$ cat config.mk
export PLATFORM = sky130hd
export DESIGN_NAME = smq_cell
export DESIGN_NICKNAME = d
export VERILOG_FILES = /design/src/smq_pkg.sv /design/src/smq_cell.sv
export SDC_FILE = /design/constraint.sdc
export NUM_CORES = 1
export LEC_CHECK = 0
export BUFFER_PORTS_ARGS = -buffer_cell sky130_fd_sc_hd__buf_2
export CAP_MARGIN = 20
export CORE_UTILIZATION = 46
export DETAILED_ROUTE_END_ITERATION = 6
export GPL_ROUTABILITY_DRIVEN = 0
export PLACE_DENSITY_LB_ADDON = 0.3
export SYNTH_ARGS = -nofsm -noshare
export SYNTH_HDL_FRONTEND = slang
export SYNTH_SLANG_ARGS = --single-unit
export TNS_END_PERCENT = 10
$ cat constraint.sdc
create_clock -name clk -period 3.4 [get_ports clk]
set_input_delay 0.34 -clock clk [delete_from_list [all_inputs] [get_ports clk]]
set_output_delay 0.34 -clock clk [all_outputs]
set_load 0.02 [all_outputs]
$ cat src/smq_pkg.sv
// Package for the sorted minimum priority queue.
// Holds the sizes, item structs, operation and status codes and value conversions.
// No dependencies.
package smq_pkg;

  localparam int DEPTH = 64;
  localparam int VALUE_BITS = 32;
  localparam int CNT_W = $clog2(DEPTH + 1);

  typedef logic signed [VALUE_BITS-1:0] val_t;
  typedef logic [CNT_W-1:0] cnt_t;

  localparam logic OP_INSERT = 1'b0;
  localparam logic OP_POP = 1'b1;

  typedef enum logic [1:0] {
    ST_OK    = 2'd0,
    ST_FULL  = 2'd1,
    ST_EMPTY = 2'd2
  } status_t;

  typedef struct packed {
    logic               operation;
    logic signed [31:0] value;
  } cmd_t;

  typedef struct packed {
    logic signed [31:0] popped_value;
    logic signed [31:0] current_minimum;
    logic [6:0]         entry_total;
    logic [1:0]         status;
  } result_t;

  typedef struct packed {
    logic ins;
    logic pop;
    val_t x;
  } cell_ctl_t;

  function automatic val_t to_store(logic signed [31:0] v);
    logic signed [63:0] w;
    w = 64'(v);
    return w[VALUE_BITS-1:0];
  endfunction

  function automatic logic signed [31:0] to_out(val_t v);
    logic signed [63:0] w;
    w = 64'(v);
    return w[31:0];
  endfunction

endpackage

$ cat src/smq_cell.sv
// One cell of the sorted row: holds one stored value.
// Shifts toward its neighbors on insert and pop. Depends on smq_pkg.
module smq_cell (
  input  logic              clk,
  input  smq_pkg::cell_ctl_t ctl,
  input  logic              occupied,
  input  logic              prev_lt,
  input  smq_pkg::val_t     prev_value,
  input  smq_pkg::val_t     next_value,
  output logic              lt,
  output smq_pkg::val_t     value
);

  assign lt = occupied && (value < ctl.x);

  always_ff @(posedge clk) begin
    if (ctl.ins && !lt) begin
      value <= prev_lt ? ctl.x : prev_value;
    end else if (ctl.pop) begin
      value <= next_value;
    end
  end

endmodule
# [Yosys cells after proc, flatten, opt, wreduce, memory -nomap -nowiden]
# Index checks and enable logic that the tools add are counted.
# Widths: inputs -> output; s select.
[totals] out_inout_bits=33 ff_bits=32 wordCells=9 inputBits=101
[classes] n_reduce_logical=4 muxes=3 magnitude_cmp=1
[ops] op="$mux 32" count=3
[ops] op="$lt 32x32->1" count=1
[ops] op="$logic_and 1x1->1" count=2
[ops] op="$reduce_bool 2->1" count=1
[ops] op="$logic_not 1->1" count=1

# [Logic depth before layout (Yosys ltp)]
# Gate-level depths: netlist (run 1).
[logic_depth] ltp_word=5 mapped_depth=11 mapped_depth_nobuf=9

# [Worst setup path after synthesis (run 1)]
# No wires, ideal clock.
[synth_timing] kind="register -> register" start="register value[31]" end="register value[0] (enable)" n_path_buf=1 setup_time_ps=388 setup_slack_ps=211 synth_period_minus_slack_ps=3189 required_time_ps=3012 path_stages_with_launch=9 t_arrival_ps=2801 cell_sequence="edfxtp_1 ha_1 nand4_1 nor4_1 and3_1 a2111o_1 mux2i_1 buf_2 a21o_1"
[synth_between] elab_chain_cells=5
[synth_rtl] item="start, declared" line_no="smq_cell.sv:11" rtl="output smq_pkg::val_t value"
[synth_rtl] item="start signal, assigned" line_no="smq_cell.sv:18" rtl="value <= prev_lt ? ctl.x : prev_value;"
[synth_rtl] item="start signal, assigned" line_no="smq_cell.sv:20" rtl="value <= next_value;"
[synth_rtl] item="$lt 32x32->1" line_no="smq_cell.sv:14" rtl="assign lt = occupied && (value < ctl.x);"
[synth_rtl] item="$logic_and 1x1->1" line_no="smq_cell.sv:14"
[synth_rtl] item="$logic_not 1->1" line_no="smq_cell.sv:17" rtl="if (ctl.ins && !lt) begin"
[synth_rtl] item="$logic_and 1x1->1" line_no="smq_cell.sv:17"
[synth_rtl] item="$reduce_bool 2->1 (no source line)"
# Every way passes these cells.
# A chain may end at the register's enable or synchronous reset.

# [Worst setup path after layout (run 1)]
[layout_timing] start="register value[31]" end="output port lt"
[layout_between] elab_chain_cells=2
[layout_rtl] item="$lt 32x32->1" line_no="smq_cell.sv:14"
[layout_rtl] item="$logic_and 1x1->1" line_no="smq_cell.sv:14"
[layout_rtl] item="end, declared" line_no="smq_cell.sv:10" rtl="output logic lt,"
# Every way passes these cells.

==> metrics.cfg, run 1 <==
[global_routing]
grt_use_total_pct=23.5
grt_pass1_vias=2368
grt_max_degree=65
grt_pass1_wl_um=10900
overflow=0
antenna_found_initial=0

[power_and_ir_drop]
power_density_nw_per_um2=419
fin_total_pwr_uw=1410
cellLeakagePower_uw=0.00173
vdd_drop_max_v=0.000192

[finish]
final_area_um2=3370
largest_register_ffs=32
top_register=value
mostFrequentLayoutCells=buf_2, a21oi_1, inv_1
reg_top3=value x32
fin_nets=520
drive_above_1_share_pct=37.8
area_growth_pct=33.1
diodes=0
final_common_cell=buf_2

[hold_path]
worstHoldStart=next_value[9]
hold_depth=3
hold_class=input port to flop
hold_path_end=value[9]

[yosys]
synth.avg_cell_area_um2=9.73
yosysWarnings=0
syn_inst=260
synth_area_leaders=edfxtp_1, ha_1, mux2i_1
synthFlopType=edfxtp_1
syn_area_um2=2530
ys_seq_area_share_pct=38.0
async_flop_share_pct=0
ys_ff_latch=32
synth_edf_count=32
yosysTopAreaCell=edfxtp_1
synth_nets=392
synth_top_area_share_pct=38.0
ys_types=27

[detailed_routing]
num_vias=2437
drtIter0Drc=123
avgRoutedWirePerCell_um=14.2
via_per_inst=5.31
firstDrtPassIters=4
ant_nets=0
routed_wl_um=6540
drc=0

[run_status]
run_status=finished, final reports clean

[sta]
final-max-slew-violation-count=0
fin_skew_ns=0.00453
min_period_ns=3.11
final-hold-violation-count=0
rsz0062_at_grt=false
fmax_mhz=322
final.setup.tns_ns=0
period_share_pct=91.4
worst_slew_pin_slew_ns=0.976
final-setup-viol-count=0
max-slew-margin-rel_pct=34.9

[clocking]
clkSinkCount=32
cts_hold_buffers=0
post_cts_buffers=0
numCtsBuffers=5
cts_resized=0
clock_path_buffers=2
clk_latency_ns=0.28
cts_root_buf=clkbuf_8
tritoncts=done
path_clk_slew_ns=0.07
htree_num_levels=2

[floorplan]
die_x_um=76.2
die_h_um=76.2
die_area_um2=5800
io_pins=134
row_count=26
fp.coreArea_um2=5200
start_util_pct=48.6

[critical_path]
slowest_stage=nor4_1
rr_worst_depth=8
rr_startpoint=value[31]
slowest_delay_ns=0.40
cp_max_fo=37
crit_arrival_ns=2.77
reg2reg_slack_ns=0.48
required_ns=3.06
worstPathCellList=ha_1 -> nand4_1 -> nor4_1 -> and3_1 -> a2111o_1 -> mux2i_4 -> buf_6 -> inv_1 -> buf_2
path_delay_family=simple AND/OR/NAND/NOR gates
cp-start-kind=flop
endpoint_kind=primary output
critPathKind=flop to primary output
crit_buf_inv=3
r2r_end=value[9]

[place]
placed_area_um2=3260
dpl.hpwl_um=5170
io_buffer_count=133

[flow_run]
maxCapViolations=0

-- cell usage after synthesis, drive strengths merged (2+ instances only) --
master  number
a31oi       32
nand3        3
inv         33
clkbuf      11
buf          7
o21a         2
edfxtp      32
nand4        6
a21oi       45
a21o         3
mux2i       33
o21ai        3
nand2        6
ha          31
nor2         3
-- logic make-up (layout without fill, tap and decap cells) --
| logic type | Yosys count | after routing | share of synthesized area, % |
|---|---|---|---|
| and+or+nand+nor | 23 | 23 | 4.60 |
| DFF | 32 | 32 | 38.0 |
| muxes | 33 | 33 | 13.1 |
| AOI/OAI and AO/OA | 90 | 90 | 20.8 |
| buffers and inverters | 51 | 180 | 8.26 |
| adders and majority gates | 31 | 31 | 15.3 |
-- metrics by stage --
step	worst slack (ns)	instances	hold WS, ns	util (%)
floorplan	0.211	260	0.591	-
global placement	0.512	451	0.687	62.5
detailed placement	0.395	451	0.691	62.5
CTS	0.223	459	0.400	64.6
global route	0.0743	459	0.417	64.7
finish	0.294	459	0.402	64.7
-- power breakdown --
| part | internal [µW] | total, µW | leakage (µW) | switching [µW] |
|---|---|---|---|---|
| clock | 217 | 356 | 0.0000552 | 139 |
| sequential | 512 | 546 | 0.000317 | 34.4 |
| combinational | 209 | 509 | 0.00136 | 300 |
| total | 938 | 1410 | 0.00173 | 473 |
-- final cells by class --
type                    count  area [µm²]
clock inverters             2        35.0
multi-input cells         177        1370
well taps                  70        87.6
fillers                   467        1840
clock buffers               6        72.6
flip-flops and latches     32         961
repair buffers            139         714
inverters                  33         124
-- worst max-delay path by stage --
stage | startpoint | to | depth (start not counted)
after floorplan | value[31] | value[0] | 8
after global placement | ctl[31] | value[6] | 10
after detailed placement | ctl[31] | value[7] | 10
after CTS | value[31] | lt | 9
after global routing | value[31] | lt | 9
final | value[31] | lt | 9
-- worst min-delay path: stages --
cell     delay [ns]
buf_2          0.07
a21oi_1        0.03
a31oi_1        0.12
-- layer usage --
metal	vias to the layer above	global-route usage (%)	share of wire, %
met5	-	0	0
met4	0	6.35	1.5
met3	10	5.27	5.8
met2	87	40.8	49
met1	1100	29.4	44
li1	1240	-	-
(Power assumes the default switching activity.)
==> run 2: changes to the inputs <==
--- a/config.mk
+++ b/config.mk
@@ -7,7 +7,9 @@
 export LEC_CHECK = 0
 export BUFFER_PORTS_ARGS = -buffer_cell sky130_fd_sc_hd__buf_2
 export CAP_MARGIN = 20
-export CORE_UTILIZATION = 46
+export CELL_PAD_IN_SITES_DETAIL_PLACEMENT = 1
+export CELL_PAD_IN_SITES_GLOBAL_PLACEMENT = 2
+export CORE_UTILIZATION = 26
 export DETAILED_ROUTE_END_ITERATION = 6
 export GPL_ROUTABILITY_DRIVEN = 0
 export PLACE_DENSITY_LB_ADDON = 0.3
==> run 2 against run 1 <==
- sequential share of layout area fell by 0.40 points
- count of clock-buffer cells in the layout up 1
- flip-flop and latch count stayed put
- final cell count is 13% higher
- first-iteration DRC count fell by 76%
- critical path type unchanged
==> metrics.cfg, run 2 (same netlist as run 1, synthesis figures left out) <==
[sta]
final.setup.tns_ns=0  ; unchanged
worst_slew_pin_slew_ns=1.04  ; was 0.976 ns
final-setup-viol-count=0  ; unchanged
fin_skew_ns=0.00851  ; was 0.00453 ns
rsz0062_at_grt=false  ; unchanged
period_share_pct=93.3  ; was 91.4%
min_period_ns=3.17  ; was 3.11 ns
final-hold-violation-count=0  ; unchanged
fmax_mhz=315  ; was 322 MHz
max-slew-margin-rel_pct=31.0  ; was 34.9%
final-max-slew-violation-count=0  ; unchanged

[critical_path]
required_ns=3.06  ; about the same
critPathKind=flop to primary output  ; unchanged
slowest_delay_ns=0.42  ; was 0.40 ns
crit_buf_inv=3  ; unchanged
path_delay_family=simple AND/OR/NAND/NOR gates  ; unchanged
cp-start-kind=flop  ; unchanged
slowest_stage=nor4_1  ; unchanged
cp_max_fo=45  ; was 37
crit_arrival_ns=2.83  ; was 2.77 ns
worstPathCellList=ha_1 -> nand4_1 -> nor4_1 -> and3_1 -> a2111o_1 -> mux2i_4 -> buf_12 -> inv_1 -> buf_2  ; was ha_1 -> nand4_1 -> nor4_1 -> and3_1 -> a2111o_1 -> mux2i_4 -> buf_6 -> inv_1 -> buf_2
endpoint_kind=primary output  ; unchanged

[clocking]
clkSinkCount=32  ; unchanged
cts_resized=0  ; unchanged
numCtsBuffers=5  ; unchanged
tritoncts=done  ; unchanged
htree_num_levels=2  ; unchanged
clock_path_buffers=2  ; unchanged
path_clk_slew_ns=0.07  ; about the same
cts_root_buf=clkbuf_8  ; unchanged
post_cts_buffers=0  ; unchanged
clk_latency_ns=0.29  ; was 0.28 ns
cts_hold_buffers=0  ; unchanged

[finish]
fill_cells=1147  ; was 467
largest_register_ffs=32  ; unchanged
area_growth_pct=35.0  ; was 33.1%
reg_top3=value x32  ; unchanged
drive_above_1_share_pct=37.1  ; was 37.8%
final_common_cell=buf_2  ; unchanged
fin_nets=519  ; was 520
mostFrequentLayoutCells=buf_2, a21oi_1, inv_1  ; unchanged
regArea_um2=961  ; unchanged
final_cells=517  ; was 459
top_register=value  ; unchanged
diodes=0  ; unchanged
multi_input_area_um2=1370  ; unchanged

[floorplan]
io_pins=134  ; unchanged
die_h_um=101  ; was 76.2 µm
start_util_pct=27.1  ; was 48.6%
row_count=35  ; was 26
fp.coreArea_um2=9330  ; was 5200 µm²
die_area_um2=10100  ; was 5800 µm²
die_x_um=101  ; was 76.2 µm

[detailed_routing]
drc=0  ; unchanged
avgRoutedWirePerCell_um=15.4  ; was 14.2 µm
drtIter0Drc=29  ; was 123
ant_nets=0  ; unchanged
firstDrtPassIters=4  ; unchanged
routed_wl_um=7980  ; was 6540 µm
via_per_inst=4.65  ; was 5.31
num_vias=2402  ; was 2,437

[power_and_ir_drop]
p_sw_uw=487  ; was 473 µW
power_density_nw_per_um2=396  ; was 419 nW/µm²
power.internal_uw=866  ; was 938 µW
pwr-share-seq_pct=40.3  ; was 38.7%
p_sw_share_pct=36.0  ; was 33.5%
p_comb_share_pct=38.3  ; was 36.1%
power_frac_clock_pct=21.4  ; was 25.2%
cellLeakagePower_uw=0.00171  ; was 0.00173 µW
vdd_drop_max_v=0.000121  ; was 0.000192 V

[place]
dpl.hpwl_um=6320  ; was 5170 µm
place_inst=509  ; was 451
io_buffer_count=133  ; unchanged

[global_routing]
grt_pass1_wl_um=12400  ; was 10,900 µm
grt_use_total_pct=15.9  ; was 23.5%
antenna_found_initial=1  ; was 0
grt_pass1_vias=2500  ; was 2,368
overflow=0  ; unchanged
grt_max_degree=46  ; was 65

[run_status]
run_status=finished, final reports clean  ; unchanged

[hold_path]
hold_class=input port to flop  ; unchanged

[flow_run]
maxCapViolations=0  ; unchanged

run 2: area by class of cell:
cell class                 instances  area share (%)
clock inverter                     1           0.110
inverter                          33            3.63
timing repair buffer             138            21.0
sequential                        32            28.1
clock buffer                       7            2.24
multi-input combinational        177            40.2
tap                              129            4.73
run 2: stage by stage:
step	utilization, %	hold WS [ns]	setup WS (ns)	total power, µW	instance area [µm²]
6_report	36.6	0.397	0.229	1350	3410
2_1_floorplan	-	0.591	0.211	875	2530
3_5_place_dp	35.7	0.689	0.487	1080	3330
5_1_grt	36.6	0.402	0.0651	1450	3410
4_1_cts	36.6	0.384	0.201	1380	3410
3_3_place_gp	35.7	0.688	0.630	1070	3330
run 2: worst reg2reg max path, delay by kind of cell, from the launching register on:
family | cells | cell delay [ns]
compound gates | 2 | 0.36
fa+ha+maj | 1 | 0.35
simple gates | 3 | 0.84
mux | 1 | 0.29
buf+inv | 1 | 0.29
flops | 1 | 0.41
run 2: power groups by stage:
stage | Combinational (µW) | Clock (µW) | Sequential (µW)
6_report | 518 | 290 | 546
5_1_grt | 583 | 317 | 554
4_1_cts | 529 | 303 | 549
3_5_place_dp | 527 | 0 | 557
3_3_place_gp | 517 | 0 | 553
2_1_floorplan | 254 | 0 | 620
run 2: worst paths after layout:
| path | start | end | slack (ns) | depth (start not counted) |
|---|---|---|---|---|
| setup reg to reg | value[31] | value[0] | 0.55 | 8 |
| setup / recovery | value[31] | lt | 0.23 | 9 |
| hold reg to reg | value[31] | value[16] | 1.25 | 5 |
| hold / removal | next_value[4] | value[4] | 0.40 | 3 |
run 2: layer usage:
metal  global-route usage (%)  up-vias  routed length (µm)
met2                     28.2       71                3940
met5                        0        -                  13
li1                         -     1233                   -
met3                     3.54        8                 459
met1                     19.3     1088                3480
met4                     4.01        2                  84
==> run 3: changes to the inputs <==
--- a/config.mk
+++ b/config.mk
@@ -9,10 +9,11 @@
 export CAP_MARGIN = 20
 export CELL_PAD_IN_SITES_DETAIL_PLACEMENT = 1
 export CELL_PAD_IN_SITES_GLOBAL_PLACEMENT = 2
-export CORE_UTILIZATION = 26
+export CORE_UTILIZATION = 23
 export DETAILED_ROUTE_END_ITERATION = 6
 export GPL_ROUTABILITY_DRIVEN = 0
 export PLACE_DENSITY_LB_ADDON = 0.3
+export SLEW_MARGIN = 25
 export SYNTH_ARGS = -nofsm -noshare
 export SYNTH_HDL_FRONTEND = slang
 export SYNTH_SLANG_ARGS = --single-unit
==> constraint.sdc (replaced) <==
create_clock -name clk -period 2.6 [get_ports clk]
set_input_delay 0.26 -clock clk [delete_from_list [all_inputs] [get_ports clk]]
set_output_delay 0.26 -clock clk [all_outputs]
set_load 0.02 [all_outputs]
==> run 3 against run 2 <==
- the flow now finishes with violations (setup timing)
- count of clock-buffer cells in the layout down 1
- critical path depth is the same
- setup slack worse by 0.51 ns
- total power rose by 52%
- clock power increased by 67%
- clock skew down 0.00091 ns
==> metrics.cfg, run 3 (same netlist as run 1, synthesis figures left out) <==
[detailed_routing]
routed_wl_um=8890  ; was 7980 µm
drc=0  ; unchanged
firstDrtPassIters=4  ; unchanged
drtIter0Drc=57  ; was 29
avgRoutedWirePerCell_um=16.5  ; was 15.4 µm
num_vias=2580  ; was 2,402
ant_nets=0  ; unchanged
via_per_inst=4.79  ; was 4.65

[finish]
fill_cells=1221  ; was 1,147
area_growth_pct=50.7  ; was 35.0%
postLayoutCoreUtil_pct=36.3  ; was 36.6%
largest_register_ffs=32  ; unchanged
mostFrequentLayoutCells=buf_2, a21oi_1, inv_1, mux2i_1, edfxtp_1  ; was buf_2, a21oi_1, inv_1
reg_top3=value x32  ; unchanged
fin_nets=534  ; was 519
drive_above_1_share_pct=43.4  ; was 37.1%
diodes=0  ; unchanged
final_common_cell=buf_2  ; unchanged
final_area_um2=3810  ; was 3410 µm²
top_register=value  ; unchanged

[floorplan]
die_area_um2=11400  ; was 10,100 µm²
start_util_pct=24.1  ; was 27.1%
fp.coreArea_um2=10500  ; was 9330 µm²
die_h_um=107  ; was 101 µm
die_x_um=107  ; was 101 µm
row_count=37  ; was 35
io_pins=134  ; unchanged

[sta]
min_period_ns=2.88
rsz0062_at_grt=true  ; was false
worst_slew_pin_slew_ns=0.729  ; was 1.04 ns
max-slew-margin-rel_pct=51.4  ; was 31.0%
final-max-slew-violation-count=0  ; unchanged
fmax_mhz=347
fin_skew_ns=0.00759  ; was 0.00851 ns
final-setup-viol-count=65  ; was 0
final-hold-violation-count=0  ; unchanged
period_share_pct=111
final.setup.tns_ns=-14.72  ; was 0 ns
setup_slack_ns=-0.282  ; was 0.229 ns
hold_ws_ns=0.315  ; was 0.397 ns

[run_status]
run_status=finished with violations  ; was finished, final reports clean
violations=setup timing

[critical_path]
cp_max_fo=3  ; was 45
endpoint_kind=primary output  ; unchanged
crit_arrival_ns=2.62  ; was 2.83 ns
critPathKind=flop to primary output  ; unchanged
cp-start-kind=flop  ; unchanged
required_ns=2.34  ; was 3.06 ns

[hold_path]
hold_class=input port to flop  ; unchanged

[clocking]
cts_root_buf=clkbuf_8  ; unchanged
clock_path_buffers=2  ; unchanged
clk_latency_ns=0.29  ; about the same
numCtsBuffers=5  ; unchanged
path_clk_slew_ns=0.08  ; was 0.07 ns
tritoncts=done  ; unchanged
clkSinkCount=32  ; unchanged
htree_num_levels=2  ; unchanged

[power_and_ir_drop]
vdd_drop_max_v=0.000213  ; was 0.000121 V
power_density_nw_per_um2=539  ; was 396 nW/µm²
fin_total_pwr_uw=2050  ; was 1350 µW
cellLeakagePower_uw=0.00187  ; was 0.00171 µW

[global_routing]
antenna_found_initial=0  ; was 1
grt_max_degree=45  ; was 46
grt_pass1_wl_um=13600  ; was 12,400 µm
grt_pass1_vias=2705  ; was 2,500
overflow=0  ; unchanged
grt_use_total_pct=15.5  ; was 15.9%

[place]
dpl.hpwl_um=6410  ; was 6320 µm
placed_area_um2=3470  ; was 3330 µm²
io_buffer_count=133  ; unchanged

[flow_run]
maxCapViolations=0  ; unchanged

## run 3: what timing repair did
item / 4_1_cts / 5_1_grt
setup endpoints to repair: 65 / 65
hold buffers: 0 / 0
pin swaps: 9 / 10
buffers inserted: 8 / 2
gates cloned: 2 / 2
hold endpoints to repair: 0 / 0
resized for setup: 11 / 11
## run 3: worst max-delay path, cell delays in order, from the launching register on
cell      delay, ns
edfxtp_1       0.44
ha_4           0.31
nand4_1        0.22
nor4_4         0.38
and3_1         0.20
a2111o_1       0.19
mux2i_4        0.31
buf_12         0.15
inv_4          0.03
buf_6          0.11
## run 3: layout make-up
cell class	instances	area [µm²]	area share, %
Clock buffer	6	72.6	1.90
Clock inverter	2	35.0	0.919
Inverter	33	126	3.31
Multi-Input combinational cell	177	1490	39.1
Sequential cell	32	961	25.2
Tap cell	136	170	4.46
Timing Repair Buffer	153	958	25.1
## run 3: report_power, final
part	total (µW)	internal [µW]	switching (µW)
clock	485	285	201
sequential	715	668	46.5
combinational	854	389	465
total	2050	1340	712
## run 3: layer usage
layer	track usage (%)	part of all wire, %	up-vias
met4	3.82	0.82	0
met3	2.67	4.8	5
met1	19.0	44	1234
met2	27.7	51	74
li1	-	-	1267
met5	0	0	-
## run 3: path summary, 6_finish.rpt
| check | start | endpoint | cells after the start | slack (ns) |
|---|---|---|---|---|
| max | value[19] | lt | 9 | -0.28 |
| min | next_value[29] | value[29] | 3 | 0.32 |
| max reg2reg | value[19] | value[11] | 9 | -0.27 |
| min reg2reg | value[31] | value[31] | 6 | 1.41 |
## run 3: stage by stage
stage                     setup WS (ns)  instances
after floorplan                 -0.0359        260
after global placement           -0.153        519
after detailed placement         -0.222        519
after CTS                        -0.211        537
after global routing             -0.350        539
final                            -0.282        539
